`config.mk`:
```
export PLATFORM = sky130hd
export DESIGN_NAME = current_soft_start_ramp_top
export DESIGN_NICKNAME = d
export VERILOG_FILES = /design/src/design/cssr_pkg.sv /design/src/design/cssr_mul.sv /design/src/design/cssr_div.sv /design/src/design/current_soft_start_ramp_top.sv
export SDC_FILE = /design/constraint.sdc
export NUM_CORES = 1
export LEC_CHECK = 0
export BUFFER_PORTS_ARGS = -buffer_cell sky130_fd_sc_hd__buf_2
export CORE_MARGIN = 5
export CORE_UTILIZATION = 60
export CTS_CLUSTER_SIZE = 25
export DETAILED_ROUTE_END_ITERATION = 16
export GPL_TIMING_DRIVEN = 1
export PLACE_DENSITY = 0.86
export SLEW_MARGIN = 20
export SYNTH_ARGS = -nofsm -noshare
export SYNTH_HDL_FRONTEND = slang
export SYNTH_SLANG_ARGS = --single-unit
```
`constraint.sdc`:
```
create_clock -name aclk -period 9.3 [get_ports aclk]
set_clock_uncertainty 0.2 [all_clocks]
set_input_delay 2.79 -clock aclk [delete_from_list [all_inputs] [get_ports aclk]]
set_output_delay 2.79 -clock aclk [all_outputs]
set_load 0.01 [all_outputs]
```
`src/design/cssr_pkg.sv`:
```
// Package for the current soft-start ramp: widths, phase codes, register
// indexes and control state types. No dependencies.
`timescale 1ns / 1ps
`default_nettype none

package cssr_pkg;

    // Field and register widths
    localparam int CURRENT_WIDTH = 16;
    localparam int TIME_WIDTH    = 24;
    localparam int STEP_WIDTH    = 16;
    localparam int THRESH_WIDTH  = 15;
    localparam int PHASE_WIDTH   = 2;

    // Derived widths
    localparam int PROD_WIDTH    = CURRENT_WIDTH + TIME_WIDTH;
    localparam int CNT_WIDTH     = $clog2(CURRENT_WIDTH);
    localparam int CMP_WIDTH     = (CURRENT_WIDTH > THRESH_WIDTH) ?
                                   CURRENT_WIDTH : THRESH_WIDTH;
    localparam int S_DATA_WIDTH  = ((CURRENT_WIDTH + STEP_WIDTH + 7) / 8) * 8;
    localparam int M_DATA_WIDTH  = ((CURRENT_WIDTH + PHASE_WIDTH + 7) / 8) * 8;

    // Configuration port
    localparam int CFG_ADDR_WIDTH = 2;
    localparam int CFG_DATA_WIDTH = TIME_WIDTH;
    localparam logic [CFG_ADDR_WIDTH-1:0] CFG_RAMP_DURATION   = 2'd0;
    localparam logic [CFG_ADDR_WIDTH-1:0] CFG_START_THRESHOLD = 2'd1;
    localparam logic [CFG_ADDR_WIDTH-1:0] CFG_STOP_THRESHOLD  = 2'd2;

    // Register reset values
    localparam logic [TIME_WIDTH-1:0]   RAMP_DURATION_RST   = TIME_WIDTH'(500000);
    localparam logic [THRESH_WIDTH-1:0] START_THRESHOLD_RST = THRESH_WIDTH'(100);
    localparam logic [THRESH_WIDTH-1:0] STOP_THRESHOLD_RST  = THRESH_WIDTH'(50);

    // Shaper phase codes
    typedef enum logic [PHASE_WIDTH-1:0] {
        PH_IDLE   = 2'd0,
        PH_RAMP   = 2'd1,
        PH_NORMAL = 2'd2
    } phase_t;

    // Source of the shaped current
    typedef enum logic [1:0] {
        OSEL_ZERO,
        OSEL_PASS,
        OSEL_RAMP
    } out_sel_t;

    // Sequencer states
    typedef enum logic [1:0] {
        CS_IDLE,
        CS_MUL,
        CS_DIV,
        CS_OUT
    } ctl_state_t;

    // Start/finish pair between the sequencer and a serial unit
    typedef struct packed {
        logic start;
    } unit_cmd_t;

    typedef struct packed {
        logic done;
    } unit_sts_t;

endpackage : cssr_pkg

`default_nettype wire

```
`src/design/cssr_mul.sv`:
```
// Serial shift-add multiplier: one multiplier bit per cycle.
// Depends on cssr_pkg.
`timescale 1ns / 1ps
`default_nettype none

module cssr_mul import cssr_pkg::*; (
    input  wire logic                     aclk,
    input  wire logic                     aresetn,
    input  wire unit_cmd_t                cmd,
    input  wire logic [CURRENT_WIDTH-1:0] mag,
    input  wire logic [TIME_WIDTH-1:0]    mult,
    output      unit_sts_t                sts,
    output      logic [PROD_WIDTH-1:0]    product
);

    logic                  busy_reg, busy_next;
    logic                  done_reg, done_next;
    logic [CNT_WIDTH-1:0]  cnt_reg, cnt_next;
    logic [PROD_WIDTH-1:0] prod_reg, prod_next;
    logic [TIME_WIDTH-1:0] mcand_reg, mcand_next;
    logic [TIME_WIDTH:0]   sum;

    // Add the multiplicand into the upper half when the low bit is set
    always_comb begin
        sum = {1'b0, prod_reg[PROD_WIDTH-1:CURRENT_WIDTH]}
            + (prod_reg[0] ? {1'b0, mcand_reg} : '0);
    end

    // Step control: load on start, shift right one bit per cycle
    always_comb begin
        busy_next  = busy_reg;
        done_next  = 1'b0;
        cnt_next   = cnt_reg;
        prod_next  = prod_reg;
        mcand_next = mcand_reg;
        if (cmd.start) begin
            busy_next  = 1'b1;
            cnt_next   = CNT_WIDTH'(CURRENT_WIDTH - 1);
            prod_next  = {{TIME_WIDTH{1'b0}}, mag};
            mcand_next = mult;
        end else if (busy_reg) begin
            prod_next = {sum, prod_reg[CURRENT_WIDTH-1:1]};
            cnt_next  = cnt_reg - 1'b1;
            if (cnt_reg == '0) begin
                busy_next = 1'b0;
                done_next = 1'b1;
            end
        end
    end

    always_ff @(posedge aclk) begin
        if (!aresetn) begin
            busy_reg <= 1'b0;
            done_reg <= 1'b0;
            cnt_reg  <= '0;
        end else begin
            busy_reg <= busy_next;
            done_reg <= done_next;
            cnt_reg  <= cnt_next;
        end
    end

    // Datapath needs no reset
    always_ff @(posedge aclk) begin
        prod_reg  <= prod_next;
        mcand_reg <= mcand_next;
    end

    assign sts.done = done_reg;
    assign product  = prod_reg;

endmodule : cssr_mul

`default_nettype wire

```
`src/design/cssr_div.sv`:
```
// Serial restoring divider: one quotient bit per cycle. The upper part of the
// dividend must be below the divisor. Depends on cssr_pkg.
`timescale 1ns / 1ps
`default_nettype none

module cssr_div import cssr_pkg::*; (
    input  wire logic                     aclk,
    input  wire logic                     aresetn,
    input  wire unit_cmd_t                cmd,
    input  wire logic [PROD_WIDTH-1:0]    dividend,
    input  wire logic [TIME_WIDTH-1:0]    divisor,
    output      unit_sts_t                sts,
    output      logic [CURRENT_WIDTH-1:0] quotient
);

    logic                     busy_reg, busy_next;
    logic                     done_reg, done_next;
    logic [CNT_WIDTH-1:0]     cnt_reg, cnt_next;
    logic [TIME_WIDTH-1:0]    rem_reg, rem_next;
    logic [CURRENT_WIDTH-1:0] quo_reg, quo_next;
    logic [TIME_WIDTH-1:0]    dvs_reg, dvs_next;
    logic [TIME_WIDTH+1:0]    diff;
    logic                     borrow;

    // Trial subtract of the divisor from the shifted remainder
    always_comb begin
        diff   = {1'b0, rem_reg, quo_reg[CURRENT_WIDTH-1]} - {2'b00, dvs_reg};
        borrow = diff[TIME_WIDTH+1];
    end

    // Step control: load on start, one quotient bit per cycle
    always_comb begin
        busy_next = busy_reg;
        done_next = 1'b0;
        cnt_next  = cnt_reg;
        rem_next  = rem_reg;
        quo_next  = quo_reg;
        dvs_next  = dvs_reg;
        if (cmd.start) begin
            busy_next = 1'b1;
            cnt_next  = CNT_WIDTH'(CURRENT_WIDTH - 1);
            rem_next  = dividend[PROD_WIDTH-1:CURRENT_WIDTH];
            quo_next  = dividend[CURRENT_WIDTH-1:0];
            dvs_next  = divisor;
        end else if (busy_reg) begin
            rem_next = borrow ? {rem_reg[TIME_WIDTH-2:0], quo_reg[CURRENT_WIDTH-1]}
                              : diff[TIME_WIDTH-1:0];
            quo_next = {quo_reg[CURRENT_WIDTH-2:0], ~borrow};
            cnt_next = cnt_reg - 1'b1;
            if (cnt_reg == '0) begin
                busy_next = 1'b0;
                done_next = 1'b1;
            end
        end
    end

    always_ff @(posedge aclk) begin
        if (!aresetn) begin
            busy_reg <= 1'b0;
            done_reg <= 1'b0;
            cnt_reg  <= '0;
        end else begin
            busy_reg <= busy_next;
            done_reg <= done_next;
            cnt_reg  <= cnt_next;
        end
    end

    always_ff @(posedge aclk) begin
        rem_reg <= rem_next;
        quo_reg <= quo_next;
        dvs_reg <= dvs_next;
    end

    assign sts.done = done_reg;
    assign quotient = quo_reg;

endmodule : cssr_div

`default_nettype wire

```
`src/design/current_soft_start_ramp_top.sv`:
```
// Soft-start shaper for a q-axis current target: phase sequencing, config
// registers and output register. Uses cssr_pkg, cssr_mul and cssr_div.
// An accepted beat moves to the output state, which loads the output register and raises
// m_tvalid; a ramp beat that scales runs the serial multiplier, then the divider, first.
// A new beat is taken only after the previous result is loaded into the output register;
// a result held by m_tready stalls that load. Reset (aresetn low, synchronous): phase
// idle, timer zero, registers to defaults.
`timescale 1ns / 1ps
`default_nettype none

module current_soft_start_ramp_top import cssr_pkg::*; (
    input  wire logic                      aclk,
    input  wire logic                      aresetn,
    // Configuration write port
    input  wire logic                      cfg_we,
    input  wire logic [CFG_ADDR_WIDTH-1:0] cfg_addr,
    input  wire logic [CFG_DATA_WIDTH-1:0] cfg_wdata,
    // Input stream
    input  wire logic                      s_tvalid,
    output      logic                      s_tready,
    input  wire logic [S_DATA_WIDTH-1:0]   s_tdata,  // target_current, time_step
    // Result stream
    output      logic                      m_tvalid,
    input  wire logic                      m_tready,
    output      logic [M_DATA_WIDTH-1:0]   m_tdata   // shaped_current, phase, zero pad
);

    // Configuration registers
    logic [TIME_WIDTH-1:0]   dur_reg;
    logic [THRESH_WIDTH-1:0] start_thr_reg;
    logic [THRESH_WIDTH-1:0] stop_thr_reg;

    // Shaper state
    phase_t                   phase_reg, phase_next;
    logic [TIME_WIDTH-1:0]    elapsed_reg, elapsed_next;
    ctl_state_t               state_reg, state_next;
    out_sel_t                 sel_reg, sel_next;
    logic [CURRENT_WIDTH-1:0] tgt_reg, tgt_next;
    logic                     neg_reg, neg_next;

    // Output register
    logic                     m_valid_reg, m_valid_next;
    logic [CURRENT_WIDTH-1:0] m_shaped_reg, m_shaped_next;
    logic [PHASE_WIDTH-1:0]   m_phase_reg, m_phase_next;

    // Beat decode
    logic [CURRENT_WIDTH-1:0] in_tgt;
    logic [STEP_WIDTH-1:0]    in_dt;
    logic                     in_neg;
    logic [CURRENT_WIDTH-1:0] in_mag;
    logic [TIME_WIDTH:0]      t_sum;
    logic                     t_reached;
    logic                     above_start;
    logic                     below_stop;
    logic                     s_accept;
    logic                     out_free;

    // Serial unit links
    unit_cmd_t                mul_cmd, div_cmd;
    unit_sts_t                mul_sts, div_sts;
    logic [PROD_WIDTH-1:0]    product;
    logic [CURRENT_WIDTH-1:0] quotient;
    logic [CURRENT_WIDTH-1:0] shaped;

    // Write configuration registers, masked to their widths
    always_ff @(posedge aclk) begin
        if (!aresetn) begin
            dur_reg       <= RAMP_DURATION_RST;
            start_thr_reg <= START_THRESHOLD_RST;
            stop_thr_reg  <= STOP_THRESHOLD_RST;
        end else if (cfg_we) begin
            unique case (cfg_addr)
                CFG_RAMP_DURATION:   dur_reg       <= cfg_wdata[TIME_WIDTH-1:0];
                CFG_START_THRESHOLD: start_thr_reg <= cfg_wdata[THRESH_WIDTH-1:0];
                CFG_STOP_THRESHOLD:  stop_thr_reg  <= cfg_wdata[THRESH_WIDTH-1:0];
                default: ;
            endcase
        end
    end

    // Decode the incoming beat: magnitude, advanced timer, threshold tests
    always_comb begin
        in_tgt      = s_tdata[CURRENT_WIDTH-1:0];
        in_dt       = s_tdata[CURRENT_WIDTH+STEP_WIDTH-1:CURRENT_WIDTH];
        in_neg      = in_tgt[CURRENT_WIDTH-1];
        in_mag      = in_neg ? (~in_tgt + 1'b1) : in_tgt;
        t_sum       = (TIME_WIDTH+1)'(elapsed_reg) + (TIME_WIDTH+1)'(in_dt);
        t_reached   = t_sum >= {1'b0, dur_reg};
        above_start = CMP_WIDTH'(in_mag) > CMP_WIDTH'(start_thr_reg);
        below_stop  = CMP_WIDTH'(in_mag) < CMP_WIDTH'(stop_thr_reg);
    end

    assign s_accept = s_tvalid && s_tready;
    assign out_free = !m_valid_reg || m_tready;

    // Signed ramp value from the unsigned quotient
    assign shaped = neg_reg ? (~quotient + 1'b1) : quotient;

    // Sequencer register
    always_ff @(posedge aclk) begin
        if (!aresetn) begin
            state_reg   <= CS_IDLE;
            phase_reg   <= PH_IDLE;
            elapsed_reg <= '0;
            m_valid_reg <= 1'b0;
        end else begin
            state_reg   <= state_next;
            phase_reg   <= phase_next;
            elapsed_reg <= elapsed_next;
            m_valid_reg <= m_valid_next;
        end
    end

    // Hold the beat payload and the result fields
    always_ff @(posedge aclk) begin
        sel_reg      <= sel_next;
        tgt_reg      <= tgt_next;
        neg_reg      <= neg_next;
        m_shaped_reg <= m_shaped_next;
        m_phase_reg  <= m_phase_next;
    end

    // Next state: update the phase on accept, run the units for a ramp beat, then deliver
    always_comb begin
        state_next    = state_reg;
        phase_next    = phase_reg;
        elapsed_next  = elapsed_reg;
        sel_next      = sel_reg;
        tgt_next      = tgt_reg;
        neg_next      = neg_reg;
        m_valid_next  = m_valid_reg && !m_tready;
        m_shaped_next = m_shaped_reg;
        m_phase_next  = m_phase_reg;
        mul_cmd.start = 1'b0;
        div_cmd.start = 1'b0;
        s_tready      = 1'b0;

        unique case (state_reg)
            CS_IDLE: begin
                s_tready = 1'b1;
                if (s_accept) begin
                    tgt_next   = in_tgt;
                    neg_next   = in_neg;
                    state_next = CS_OUT;
                    unique case (phase_reg)
                        PH_IDLE: begin
                            sel_next = OSEL_ZERO;
                            if (above_start) begin
                                phase_next   = PH_RAMP;
                                elapsed_next = '0;
                            end
                        end
                        PH_RAMP: begin
                            if (t_reached) begin
                                phase_next   = PH_NORMAL;
                                elapsed_next = dur_reg;
                                sel_next     = OSEL_PASS;
                            end else begin
                                elapsed_next  = t_sum[TIME_WIDTH-1:0];
                                sel_next      = OSEL_RAMP;
                                mul_cmd.start = 1'b1;
                                state_next    = CS_MUL;
                            end
                        end
                        PH_NORMAL: begin
                            sel_next = OSEL_PASS;
                            if (below_stop) begin
                                phase_next   = PH_IDLE;
                                elapsed_next = '0;
                            end
                        end
                        default: begin
                            phase_next = PH_IDLE;
                            sel_next   = OSEL_ZERO;
                        end
                    endcase
                end
            end
            CS_MUL: begin
                if (mul_sts.done) begin
                    div_cmd.start = 1'b1;
                    state_next    = CS_DIV;
                end
            end
            CS_DIV: begin
                if (div_sts.done) begin
                    state_next = CS_OUT;
                end
            end
            CS_OUT: begin
                if (out_free) begin
                    m_valid_next = 1'b1;
                    m_phase_next = phase_reg;
                    case (sel_reg)
                        OSEL_PASS: m_shaped_next = tgt_reg;
                        OSEL_RAMP: m_shaped_next = shaped;
                        default:   m_shaped_next = '0;
                    endcase
                    state_next = CS_IDLE;
                end
            end
            default: state_next = CS_IDLE;
        endcase
    end

    // Serial multiplier: magnitude times advanced timer
    cssr_mul u_mul (
        .aclk    (aclk),
        .aresetn (aresetn),
        .cmd     (mul_cmd),
        .mag     (in_mag),
        .mult    (t_sum[TIME_WIDTH-1:0]),
        .sts     (mul_sts),
        .product (product)
    );

    // Serial divider: product over ramp duration
    cssr_div u_div (
        .aclk     (aclk),
        .aresetn  (aresetn),
        .cmd      (div_cmd),
        .dividend (product),
        .divisor  (dur_reg),
        .sts      (div_sts),
        .quotient (quotient)
    );

    assign m_tvalid = m_valid_reg;
    assign m_tdata  = {{(M_DATA_WIDTH - CURRENT_WIDTH - PHASE_WIDTH){1'b0}},
                       m_phase_reg, m_shaped_reg};

    // Multiplier finishes only while the sequencer waits for it
    assert property (@(posedge aclk) disable iff (!aresetn)
        mul_sts.done |-> state_reg == CS_MUL)
        else $error("multiplier done outside multiply state");

    // Divider finishes only while the sequencer waits for it
    assert property (@(posedge aclk) disable iff (!aresetn)
        div_sts.done |-> state_reg == CS_DIV)
        else $error("divider done outside divide state");

    // Idle phase always has a cleared timer
    assert property (@(posedge aclk) disable iff (!aresetn)
        phase_reg == PH_IDLE |-> elapsed_reg == '0)
        else $error("timer not cleared in idle phase");

    // An accepted beat closes the input until its result is issued
    assert property (@(posedge aclk) disable iff (!aresetn)
        s_accept |=> !s_tready)
        else $error("input reopened before result issued");

endmodule : current_soft_start_ramp_top

`default_nettype wire

```
* Yosys cells after proc, flatten, opt, wreduce, memory -nomap -nowiden
Index checks and enable logic that the tools add are counted.
** Word-level totals
- Word-level logic and storage cells :: 128
- Register bits after elaboration :: 260
- Bits of input ports :: 63
- Output and inout port bits :: 26
** Cells by class
- Bitwise operators :: 6
- Mux-type cells :: 49
- Eq/ne operators :: 16
- Add/subtract/negate cells :: 7
- Magnitude comparators :: 3
- Reductions and logical operators :: 23
** Operator list (number)
- $mux 24 :: 7
- $mux 16 :: 6
- $pmux 24 s3 :: 1
- $add 16x1->16 const B :: 2
- $not 16->16 :: 2
- $pmux 16 s2 :: 1
- $sub 25x24->26 :: 1
- $add 24x16->25 :: 1
- $add 24x24->25 :: 1
- $ge 25x24->1 :: 1
- $mux 2 :: 10
- $mux 1 :: 17
- $gt 16x15->1 :: 1
- $lt 16x15->1 :: 1
- $mux 4 :: 4
- $eq 2x2->1 const B :: 5
- $ne 2x2->1 const B :: 5
- $reduce_and 2->1 :: 5
- $reduce_and 5->1 :: 2
- $eq 2x1->1 const B :: 4
- $logic_not 4->1 :: 2
- $pmux 2 s4 :: 1
- $sub 4x1->4 const B :: 2
- $logic_not 2->1 :: 3
- other kinds (11) :: 19

* Logic depth before layout (Yosys ltp)
Gate-level depths: netlist of the first run.
- Depth in word-level cells :: 7
- Mapped depth :: 23

* Hierarchy
From an unflattened synthesis of the first run, not the netlist that was laid out.
** Unflattened totals
- Cells, all modules :: 1626
- Area total of the unflattened synthesis :: 15793.9 um^2
** By module, submodules not included
- current_soft_start_ramp_top :: cells an instance 885, area an instance 7693.6 um^2, times used 1
- cssr_div :: cells an instance 380, area an instance 4237.8 um^2, times used 1
- cssr_mul :: cells an instance 361, area an instance 3862.5 um^2, times used 1

* Worst setup path after synthesis of the first run
Ideal clock, no wire load.
- Path type :: input to register
- Start :: input s_tdata[16]
- End :: register u_mul.mcand_reg[0] (enable)
- Stages :: 21
- Arrival time :: 6.901 ns
- Path slack :: 1.826 ns
- Setup time :: 0.373 ns
- Required time :: 8.727 ns
- Cells stage by stage :: ha_1 -> inv_1 -> fa_1 -> nand2b_1 -> a21oi_1 -> o21ai_1 -> a21o_1 -> o31a_1 -> nand2b_1 -> xnor2_1 -> ha_1 -> a21o_1 -> a211oi_1 -> o21ai_0 -> a21oi_1 -> o311ai_0 -> or2_2 -> buf_6 -> nor3_2 -> buf_4 -> buf_2
** On the way
- Word-level cells in the longest chain between the ends :: 6
** Ends and longest elaborated chain
- start: declaration :: RTL line current_soft_start_ramp_top.sv:21 : input wire logic [S_DATA_WIDTH-1:0] s_tdata,
- $add 24x16->25 :: RTL line current_soft_start_ramp_top.sv:87 : t_sum = (TIME_WIDTH+1)'(elapsed_reg) + (TIME_WIDTH+1)'(in_dt);
- via t_sum[18] :: RTL line current_soft_start_ramp_top.sv:51 : logic [TIME_WIDTH:0] t_sum;
- $ge 25x24->1 :: RTL line current_soft_start_ramp_top.sv:88 : t_reached = t_sum >= {1'b0, dur_reg};
- $mux 1 :: RTL line current_soft_start_ramp_top.sv:154 : if (t_reached) begin
- $mux 1 :: RTL line current_soft_start_ramp_top.sv:145 : unique case (phase_reg)
- $mux 1 :: RTL line current_soft_start_ramp_top.sv:141 : if (s_accept) begin
- $mux 1 :: RTL line current_soft_start_ramp_top.sv:138 : unique case (state_reg)
- via mul_cmd :: RTL line current_soft_start_ramp_top.sv:59 : unit_cmd_t mul_cmd, div_cmd;
- end signal: assignment :: RTL line cssr_mul.sv:66 : mcand_reg <= mcand_next;
- end: declaration :: RTL line cssr_mul.sv:20 : logic [TIME_WIDTH-1:0] mcand_reg, mcand_next;
The timed path passes the listed nets, and every way through them passes these cells.
A chain may end at the register's enable or synchronous reset.

* Worst setup path after layout of the first run
- Start :: input s_tdata[16]
- End :: register u_mul.prod_reg[37], in the netlist u_mul.product[37]
** On the way
- Word-level cells in the longest chain between the ends :: 6
** Ends and longest elaborated chain
- $add 24x16->25 :: RTL line current_soft_start_ramp_top.sv:87
- via t_sum[18] :: RTL line current_soft_start_ramp_top.sv:51
- $ge 25x24->1 :: RTL line current_soft_start_ramp_top.sv:88
- $mux 1 :: RTL line current_soft_start_ramp_top.sv:154
- $mux 1 :: RTL line current_soft_start_ramp_top.sv:145
- $mux 1 :: RTL line current_soft_start_ramp_top.sv:141
- $mux 1 :: RTL line current_soft_start_ramp_top.sv:138
- end signal: assignment :: RTL line cssr_mul.sv:65 : prod_reg <= prod_next;
- end: declaration :: RTL line cssr_mul.sv:19 : logic [PROD_WIDTH-1:0] prod_reg, prod_next;
The timed path passes the listed nets, and every way through them passes these cells.

==> reports/metrics.yaml, run 1 <==
logic_synthesis:
  syn_area_per_cell_sq_um: 9.35
  synth-edff-count: 140
  seq_area_frac_synth_pct: 43.3
  ys_types: 75
  synthTopCellsByArea: "edfxtp_1, dfxtp_1, ha_1"
  yosysMostFrequentCell: "nand2_1"
  async_flop_share_pct: 0
  synth_top_area_share_pct: 27.6
  syn_area_sq_um: 15200
  syn-instance-count: 1627
  ys_seq_elements: 259
  synth-main-ff-cell: "edfxtp_1"
  yosysWarnings: 0
  synth_top_area_cell: "edfxtp_1"
  synth_common_cells: "nand2_1, edfxtp_1, ha_1"
placed_design:
  io_buffers: 82
  dp.cells: 1992
  hpwl_mm: 27.4
  place_congestion: 0.929
global_routing:
  grt_pass1_vias: 12100
  grt_antenna_before_repair: 0
  track_usage_pct: 26.0
  grt.overflow.total: 0
  grt_pass1_wl_mm: 61.0
  grt_max_degree: 60
routing:
  drtIter0Drc: 910
  routed_wl_mm: 38.0
  via_per_inst: 6.04
  postRouteAntennaNets: 0
  vias: 12300
  wl_per_cell_microns: 18.6
  drcViolationCount: 0
  firstDrtPassIters: 5
floorplanning:
  initial_utilization_pct: 60.7
  ios: 89
  rows: 58
  fp.dieH_microns: 169
  die_w_microns: 169
  coreArea_sq_um: 25000
  die-area_sq_um: 28600
timing:
  max_clock_freq_mhz: 127
  drv_slew: 0
  hold_viol: 0
  tightest_slew_ns: 1.09
  setup-tns-final_ns: 0
  finalCriticalPeriod_ns: 7.88
  setup_viol: 0
  slew_headroom_pct: 27.4
  rsz0062_at_grt: "false"
  min_period_over_period_pct: 84.7
cells_and_area:
  drive_gt1_share_pct: 10.7
  finalNetCount: 1888
  antenna_cells: 0
  syn2layout_area_growth_pct: 10.4
  finalNonFillerCells: 2042
  largest_reg_flops: 40
clock_tree:
  clockBufferDepth: 3
  clock_latency_ns: 0.54
  cts_tree: "done"
  cts_buffers: 27
  cts_resized: 0
  cts_setup_buffers: 0
  h-tree-depth: 1
  cts.clk_slew.worst_paths_ns: 0.06
  cts.sinks: 259
  ctsHoldBuffers: 0
  root_buffer: "clkbuf_16"
worst_setup_path:
  r2r-end: "u_mul.product[37]"
  r2r_slack_ns: 3.41
  rr_startpoint: "elapsed_reg[0]"
  rr_worst_depth: 21
  path_delay_family: "simple AND/OR/NAND/NOR gates"
  required_ns: 9.51
  timing.critical_path.buf_inv: 3
  setup.worst_path.end_class: "flip-flop"
  crit_type: "primary input to flip-flop"
  crit_fanout: 44
  slowest_delay_ns: 0.66
  slowest_stage: "nor3_4"
  worst-endpoint-arrival_ns: 8.08
  cp-start-kind: "primary input"
  cp_cell_sequence: "buf_2, ha_1, inv_1, fa_1, nand2b_1, a21oi_1, o21ai_1, a21o_1, o31a_1, nand2b_1, xnor2_1, ha_1, a21o_1, a211oi_1, o21ai_0, a21oi_1, o311ai_0, or2_2, nor3_4, buf_12, nor4bb_1, or3_1"
status:
  status: "finished, final reports clean"
flow_run:
  drv_cap: 0
min_path:
  hold_path_depth: 2
  hold_path_startpoint: "start_thr_reg[3]"
  whs_endpoint: "start_thr_reg[3]"
  hp-class: "flip-flop to flip-flop"
power:
  cellPowerDensity_nw_per_um2: 203
  max-vdd-ir-drop_mv: 0.151
  leakage_nw: 6.79
-- power breakdown --
group	switching [W]	internal, W	total, W	leakage, nW
registers	0.0000993	0.00135	0.00145	2.25
logic	0.000508	0.000341	0.000849	4.10
clock network	0.000453	0.000648	0.00110	0.448
total	0.00106	0.00234	0.00340	6.79
-- cell usage in the layout (no fill, tap or decap), types with 7 or more instances in the layout --
| cell type | n |
|---|---|
| a21o_1 | 29 |
| dfxtp_1 | 119 |
| mux2i_1 | 49 |
| a21oi_1 | 124 |
| a31oi_1 | 10 |
| nor2b_1 | 11 |
| nand3_1 | 23 |
| o21bai_1 | 11 |
| buf_4 | 9 |
| nor2_1 | 105 |
| a211oi_1 | 12 |
| buf_2 | 82 |
| and2_1 | 27 |
| o211ai_1 | 20 |
| o22ai_1 | 7 |
| mux2_2 | 16 |
| nand2_1 | 254 |
| o31ai_1 | 12 |
| nand4_1 | 11 |
| o21ai_0 | 84 |
| or2_2 | 11 |
| edfxtp_1 | 140 |
| ha_1 | 131 |
| inv_1 | 109 |
| nor3_1 | 23 |
| xnor2_1 | 65 |
| or3_1 | 7 |
| o21a_1 | 9 |
| clkbuf_16 | 29 |
| a22oi_1 | 16 |
| xor2_1 | 26 |
| nand2b_1 | 23 |
-- tightest hold or removal path, stage by stage (launching register included) --
cell     delay [ns]
dfxtp_1        0.31
nand2_1        0.05
a21oi_1        0.05
-- logic make-up after synthesis --
logic type	synth area share (%)
and+or+nand+nor	16.3
buffers and inverters	4.65
DFF	43.3
muxes	4.41
xor gates and xnor gates	5.24
other	0.0247
AOI/OAI and AO/OA	14.9
adders and majority gates	11.2
-- stage by stage --
| step | power [W] | hold WS (ns) | utilization [%] | setup slack, ns | cell area, sq um |
|---|---|---|---|---|---|
| after floorplan | 0.00206 | 0.208 | - | 1.83 | 15200 |
| after global placement | 0.00225 | 0.218 | 63.4 | 1.21 | 15900 |
| after detailed placement | 0.00230 | 0.234 | 63.4 | 1.00 | 15900 |
| after CTS | 0.00340 | 0.255 | 67.1 | 1.55 | 16800 |
| after global routing | 0.00357 | 0.265 | 67.1 | 1.15 | 16800 |
| final | 0.00340 | 0.254 | 67.1 | 1.42 | 16800 |
-- cell type report --
| cell class | instances | area, sq um |
|---|---|---|
| repair buffers | 92 | 498 |
| inverters | 111 | 417 |
| clock inverters | 16 | 153 |
| multi-input cells | 1200 | 7950 |
| clock buffers | 34 | 774 |
| fillers | 1877 | 8250 |
| well taps | 330 | 413 |
| flip-flops and latches | 259 | 6590 |
-- routing by layer --
layer	GRT usage [%]	part of all wire, %	routed length (microns)
met5	0	0	0
met4	7.28	2.8	1070
met3	3.56	8.5	3240
met2	43.5	47	17800
met1	35.8	42	15900
-- worst max path at each step --
stage                      from                  to  cells past startpoint
floorplan           s_tdata[16]  u_mul.mcand_reg[0]                     21
global placement    s_tdata[16]   u_mul.product[37]                     22
detailed placement  s_tdata[16]   u_mul.product[37]                     22
CTS                 s_tdata[16]   u_mul.product[37]                     22
global route        s_tdata[17]   u_mul.product[37]                     19
finish              s_tdata[16]   u_mul.product[37]                     22
(Power assumes the default switching activity.)
==> run 2: changes to the inputs <==
==> constraint.sdc (replaced) <==
create_clock -name aclk -period 7.5 [get_ports aclk]
set_clock_uncertainty 0.2 [all_clocks]
set_input_delay 2.25 -clock aclk [delete_from_list [all_inputs] [get_ports aclk]]
set_output_delay 2.25 -clock aclk [all_outputs]
set_load 0.01 [all_outputs]
==> run 2 against run 1 <==
- non-clock buffer count rose by 5
- via count down 0.45%
- sequential power is 24% higher
- highest routed layer unchanged
- largest cell class unchanged
- hold slack lost 0.0077 ns
- critical endpoint is now u_mul.product[8]
- power rose by 24%
- register-to-register slack worse by 1.4 ns
- clock power grew 24%
==> reports/metrics.yaml, run 2 (synthesis gave the netlist of run 1 again) <==
status:
  status: "finished, final reports clean"  # unchanged
cells_and_area:
  final_cell_mix: "nand2_1, edfxtp_1, ha_1"  # unchanged
  final_common_cell: "nand2_1"  # unchanged
  antenna_cells: 0  # unchanged
  finalNonFillerCells: 2046  # was 2,042
  fillers: 1866  # was 1,877
  syn2layout_area_growth_pct: 10.5  # was 10.4%
  largest_reg_flops: 40  # unchanged
  finalNetCount: 1893  # was 1,888
  final_cell_area_sq_um: 16800  # about the same
  drive_gt1_share_pct: 10.7  # about the same
clock_tree:
  root_buffer: "clkbuf_16"  # unchanged
  cts_setup_buffers: 0  # unchanged
  cts_buffers: 27  # unchanged
  clockBufferDepth: 3  # unchanged
  ctsHoldBuffers: 0  # unchanged
  cts.sinks: 259  # unchanged
  cts_tree: "done"  # unchanged
  cts_resized: 0  # unchanged
  clock_latency_ns: 0.55  # was 0.54 ns
  cts.clk_slew.worst_paths_ns: 0.06  # about the same
  h-tree-depth: 1  # unchanged
power:
  cellPowerDensity_nw_per_um2: 251  # was 203 nW/um^2
  leakage_nw: 6.81  # was 6.79 nW
  max-vdd-ir-drop_mv: 0.187  # was 0.151 mV
  p_total_w: 0.00422  # was 0.00340 W
global_routing:
  grt_antenna_before_repair: 0  # unchanged
  track_usage_pct: 25.4  # was 26.0%
  grt_pass1_wl_mm: 59.4  # was 61.0 mm
  grt_pass1_vias: 11800  # was 12,100
  grt.overflow.total: 0  # unchanged
  grt_max_degree: 61  # was 60
worst_setup_path:
  slowest_delay_ns: 0.40  # was 0.66 ns
  crit_fanout: 32  # was 44
  crit_type: "primary input to flip-flop"  # unchanged
  cp-start-kind: "primary input"  # unchanged
  rr_worst_depth: 20  # was 21
  setup.worst_path.end_class: "flip-flop"  # unchanged
  r2r_slack_ns: 2.05  # was 3.41 ns
  worst-endpoint-arrival_ns: 6.90  # was 8.08 ns
  rr_startpoint: "elapsed_reg[0]"  # unchanged
  required_ns: 7.52  # was 9.51 ns
  cp_cell_sequence: "buf_2, ha_1, inv_1, fa_1, nand2b_1, a21oi_1, o21ai_1, a21o_1, o31a_1, nand2b_1, xnor2_1, ha_1, a21o_1, a211oi_1, o21ai_0, a21oi_1, o311ai_0, or2_2, nor3_4, buf_12, or2_2"  # was buf_2, ha_1, inv_1, fa_1, nand2b_1, a21oi_1, o21ai_1, a21o_1, o31a_1, nand2b_1, xnor2_1, ha_1, a21o_1, a211oi_1, o21ai_0, a21oi_1, o311ai_0, or2_2, nor3_4, buf_12, nor4bb_1, or3_1
  r2r-end: "u_mul.product[8]"  # was u_mul.product[37]
  slowest_stage: "fa_1"  # was nor3_4
placed_design:
  hpwl_mm: 27.3  # was 27.4 mm
  placed_cell_area_sq_um: 15900  # about the same
  place_congestion: 0.925  # was 0.929
  io_buffers: 82  # unchanged
  dp_slack_ns: 0.158  # was 1.00 ns
  dp.cells: 1997  # was 1,992
min_path:
  hold_path_depth: 0  # was 2
  hp-class: "flip-flop to flip-flop"  # unchanged
  hold_path_startpoint: "dur_reg[8]"  # was start_thr_reg[3]
  whs_endpoint: "u_div.dvs_reg[8]"  # was start_thr_reg[3]
timing:
  max_clock_freq_mhz: 145
  final.setup.worst_slack_ns: 0.619  # was 1.42 ns
  min_period_over_period_pct: 91.7
  hold_viol: 0  # unchanged
  finalCriticalPeriod_ns: 6.88
  rsz0062_at_grt: "false"  # unchanged
  setup_viol: 0  # unchanged
  setup-tns-final_ns: 0  # unchanged
  drv_slew: 0  # unchanged
  tightest_slew_ns: 1.04  # was 1.09 ns
  slew_headroom_pct: 30.9  # was 27.4%
routing:
  vias: 12300  # about the same
  via_per_inst: 6.00  # was 6.04
  firstDrtPassIters: 5  # unchanged
  postRouteAntennaNets: 0  # unchanged
  drtIter0Drc: 1012  # was 910
  drcViolationCount: 0  # unchanged
  routed_wl_mm: 37.4  # was 38.0 mm
  wl_per_cell_microns: 18.3  # was 18.6 microns
floorplanning:
  die-area_sq_um: 28600  # unchanged
  coreArea_sq_um: 25000  # unchanged
  fp.dieH_microns: 169  # unchanged
  rows: 58  # unchanged
  die_w_microns: 169  # unchanged
  ios: 89  # unchanged
  initial_utilization_pct: 60.7  # unchanged
flow_run:
  drv_cap: 0  # unchanged
-- run 2: cell types whose count changed in the layout (fill, tap and decap cells not counted), sizes merged --
cell	delta
buf	+5
clkbuf	-2
clkinvlp	-2
bufinv	+2
clkinv	+1
-- run 2: worst max-delay path by stage --
stage	startpoint	to	slack, ns	cells past startpoint
after global placement	s_tdata[16]	u_mul.product[9]	0.30	21
after global routing	s_tdata[16]	u_mul.product[13]	0.34	21
final	s_tdata[16]	u_mul.product[8]	0.62	21
after floorplan	s_tdata[16]	u_mul.mcand_reg[0]	0.57	21
after detailed placement	s_tdata[16]	u_mul.product[10]	0.16	21
after CTS	s_tdata[16]	u_mul.product[9]	0.67	21
-- run 2: worst max-delay path: cells and delay by family --
family / cells / cell delay [ns]
compound gates: 9 / 1.81
simple gates: 5 / 1.37
fa+ha+maj: 3 / 0.86
buf+inv: 3 / 0.38
xor+xnor: 1 / 0.21
-- run 2: report_power, final --
part | internal, W | leakage, nW | switching (W)
registers | 0.00168 | 2.25 | 0.000119
clock network | 0.000802 | 0.437 | 0.000557
logic | 0.000431 | 4.12 | 0.000630
total | 0.00291 | 6.81 | 0.00131
-- run 2: per-stage QoR --
| stage | utilization (%) | hold slack, ns |
|---|---|---|
| 2_1_floorplan | - | 0.208 |
| 3_3_place_gp | 63.6 | 0.215 |
| 3_5_place_dp | 63.6 | 0.232 |
| 4_1_cts | 67.1 | 0.249 |
| 5_1_grt | 67.1 | 0.268 |
| 6_report | 67.1 | 0.247 |
-- run 2: cell type report --
class	count	area [sq um]	area share, %
multi-input cells	1200	7950	47.3
flip-flops and latches	259	6590	39.2
clock buffers	32	694	4.13
repair buffers	97	548	3.26
inverters	111	417	2.48
well taps	330	413	2.46
clock inverters	17	203	1.21
-- run 2: layer usage --
metal	part of all wire (%)	global-route usage, %	routed length [microns]
met5	0	0	0
met4	3.1	8.51	1160
met3	8.3	3.75	3090
met2	46	41.2	17100
met1	43	35.2	16000
==> run 3: changes to the inputs <==
--- a/config.mk
+++ b/config.mk
@@ -6,8 +6,10 @@
 export NUM_CORES = 1
 export LEC_CHECK = 0
 export BUFFER_PORTS_ARGS = -buffer_cell sky130_fd_sc_hd__buf_2
+export CORE_ASPECT_RATIO = 2
 export CORE_MARGIN = 5
 export CORE_UTILIZATION = 60
+export CTS_BUF_LIST = sky130_fd_sc_hd__clkbuf_4
 export CTS_CLUSTER_SIZE = 25
 export DETAILED_ROUTE_END_ITERATION = 16
 export GPL_TIMING_DRIVEN = 1
==> run 3 against run 2 <==
- largest power group unchanged
- setup slack better by 0.31 ns
- utilization is 0.65 points lower
- critical endpoint is now u_mul.product[13]
- routed wire length is 0.11% higher
- non-clock buffer count is 2 higher
- sequential power hardly changed
- fmax is 4.7% higher
- sequential cell count stayed put
- power is 7.1% lower
- global-route usage is 0.62 points higher
- via count is 0.12% lower
- highest routed layer unchanged
- critical path depth stayed put
- largest cell class unchanged
- critical path type unchanged
- clock-buffer cell count is 45 higher
==> reports/metrics.yaml, run 3 (synthesis gave the netlist of run 1 again) <==
routing:
  wl_per_cell_microns: 17.7  # was 18.3 microns
  postRouteAntennaNets: 0  # unchanged
  drcViolationCount: 0  # unchanged
  via_per_inst: 5.81  # was 6.00
  vias: 12300  # about the same
  firstDrtPassIters: 5  # unchanged
  routed_wl_mm: 37.4  # about the same
  drtIter0Drc: 588  # was 1,012
clock_tree:
  cts_resized: 0  # unchanged
  cts.sinks: 259  # unchanged
  h-tree-depth: 2  # was 1
  clockBufferDepth: 3  # unchanged
  root_buffer: "clkbuf_4"  # was clkbuf_16
  clock_latency_ns: 0.70  # was 0.55 ns
  cts_tree: "done"  # unchanged
  cts.clk_slew.worst_paths_ns: 0.07  # was 0.06 ns
  ctsHoldBuffers: 0  # unchanged
  cts_setup_buffers: 0  # unchanged
  cts_buffers: 56  # was 27
cells_and_area:
  multi_input_area_sq_um: 7950  # unchanged
  fillers: 1987  # was 1,866
  final_common_cell: "nand2_1"  # unchanged
  final_cell_area_sq_um: 16600  # was 16,800 sq um
  syn2layout_area_growth_pct: 9.44  # was 10.5%
  finalNetCount: 1924  # was 1,893
  utilization_pct: 66.5  # was 67.1%
  regArea_sq_um: 6590  # unchanged
  largest_reg_flops: 40  # unchanged
  drive_gt1_share_pct: 13.0  # was 10.7%
  final_cell_mix: "nand2_1, edfxtp_1, ha_1"  # unchanged
global_routing:
  track_usage_pct: 26.0  # was 25.4%
  grt_pass1_vias: 12600  # was 11,800
  grtUsageMet1_pct: 27.8  # was 35.2%
  grt_antenna_before_repair: 1  # was 0
  grt_use_met2_pct: 47.6  # was 41.2%
  top_usage_layer: "met2"  # unchanged
  grt_pass1_wl_mm: 60.2  # was 59.4 mm
  grt_use_met3_pct: 3.39  # was 3.75%
  grt.overflow.total: 0  # unchanged
  grt_max_degree: 78  # was 61
power:
  p_total_w: 0.00392  # was 0.00422 W
  cellPowerDensity_nw_per_um2: 235  # was 251 nW/um^2
  leakage_nw: 6.81  # about the same
  max-vdd-ir-drop_mv: 0.151  # was 0.187 mV
floorplanning:
  initial_utilization_pct: 60.8  # was 60.7%
  rows: 82  # was 58
  fp.dieH_microns: 235  # was 169 microns
  coreArea_sq_um: 25000  # about the same
  die-area_sq_um: 28800  # was 28,600 sq um
  die_w_microns: 123  # was 169 microns
  ios: 89  # unchanged
timing:
  slew_headroom_pct: 31.2  # was 30.9%
  setup-tns-final_ns: 0  # unchanged
  rsz0062_at_grt: "false"  # unchanged
  max_clock_freq_mhz: 152  # was 145 MHz
  tightest_slew_ns: 1.03  # was 1.04 ns
  finalCriticalPeriod_ns: 6.57  # was 6.88 ns
  min_period_over_period_pct: 87.6  # was 91.7%
  setup_viol: 0  # unchanged
  hold_viol: 0  # unchanged
  holdWs_ns: 0.256  # was 0.247 ns
  drv_slew: 0  # unchanged
worst_setup_path:
  worst-endpoint-arrival_ns: 6.71  # was 6.90 ns
  required_ns: 7.64  # was 7.52 ns
  rr_worst_depth: 20  # unchanged
  crit_fanout: 35  # was 32
  cp-start-kind: "primary input"  # unchanged
  setup.worst_path.end_class: "flip-flop"  # unchanged
  crit_type: "primary input to flip-flop"  # unchanged
placed_design:
  place_congestion: 0.919  # was 0.925
  io_buffers: 82  # unchanged
  hpwl_mm: 28.5  # was 27.3 mm
  placed_cell_area_sq_um: 15900  # about the same
status:
  status: "finished, final reports clean"  # unchanged
flow_run:
  drv_cap: 0  # unchanged
min_path:
  hp-class: "flip-flop to flip-flop"  # unchanged
  hold_path_depth: 2  # was 0
## run 3: changes by cell type in the layout (fill, tap and decap cells not counted), sizes merged, moves of 2 or more
cell | before | now
buf | 97 | 99
bufinv | 4 | 1
clkbuf | 32 | 77
clkinv | 11 | 24
clkinvlp | 2 | 0
inv | 111 | 113
## run 3: power breakdown
part / switching (W) / leakage, nW / total, W / internal [W]
registers: 0.000113 / 2.25 / 0.00179 / 0.00168
logic: 0.000626 / 4.13 / 0.00106 / 0.000429
clock network: 0.000555 / 0.431 / 0.00107 / 0.000518
## run 3: routing by layer
metal / part of all wire, % / routed length [microns]
met4: 5.6 / 2100
met1: 36 / 13400
met3: 5.1 / 1910
met5: 0 / 0
met2: 54 / 20000
## run 3: worst paths after layout
path,startpoint,to,slack (ns)
worst max-delay path,s_tdata[16],u_mul.product[13],0.93
worst min-delay path,start_thr_reg[13],start_thr_reg[13],0.26
worst max register to register,elapsed_reg[0],u_mul.product[13],2.20
worst min register to register,start_thr_reg[13],start_thr_reg[13],0.26
## run 3: cell type report
cell class                      instances  share of cell area [%]
Clock buffer                           77                    3.47
Sequential cell                       259                    39.6
Tap cell                              336                    2.53
Timing Repair Buffer                   99                    3.31
Multi-Input combinational cell       1200                    47.8
Inverter                              111                    2.50
Antenna cell                            1                  0.0150
Clock inverter                         27                   0.849
## run 3: per-stage QoR
| step | worst slack, ns | std cells |
|---|---|---|
| after floorplan | 0.566 | 1632 |
| after global placement | 0.385 | 2005 |
| after detailed placement | 0.282 | 2005 |
| after CTS | 1.01 | 2109 |
| after global routing | 0.647 | 2110 |
| final | 0.929 | 2110 |
## run 3: worst max-delay path, cell delays in order
cell and delay, ns:
buf_2 0.08, ha_1 0.17, inv_1 0.06, fa_1 0.38
nand2b_1 0.17, a21oi_1 0.22, o21ai_1 0.17, a21o_1 0.19
o31a_1 0.30, nand2b_1 0.19, xnor2_1 0.24, ha_1 0.29
a21o_1 0.16, a211oi_1 0.21, o21ai_0 0.14, a21oi_1 0.13
o311ai_0 0.17, or2_2 0.36, nor3_4 0.17, buf_12 0.24
or2_2 0.38
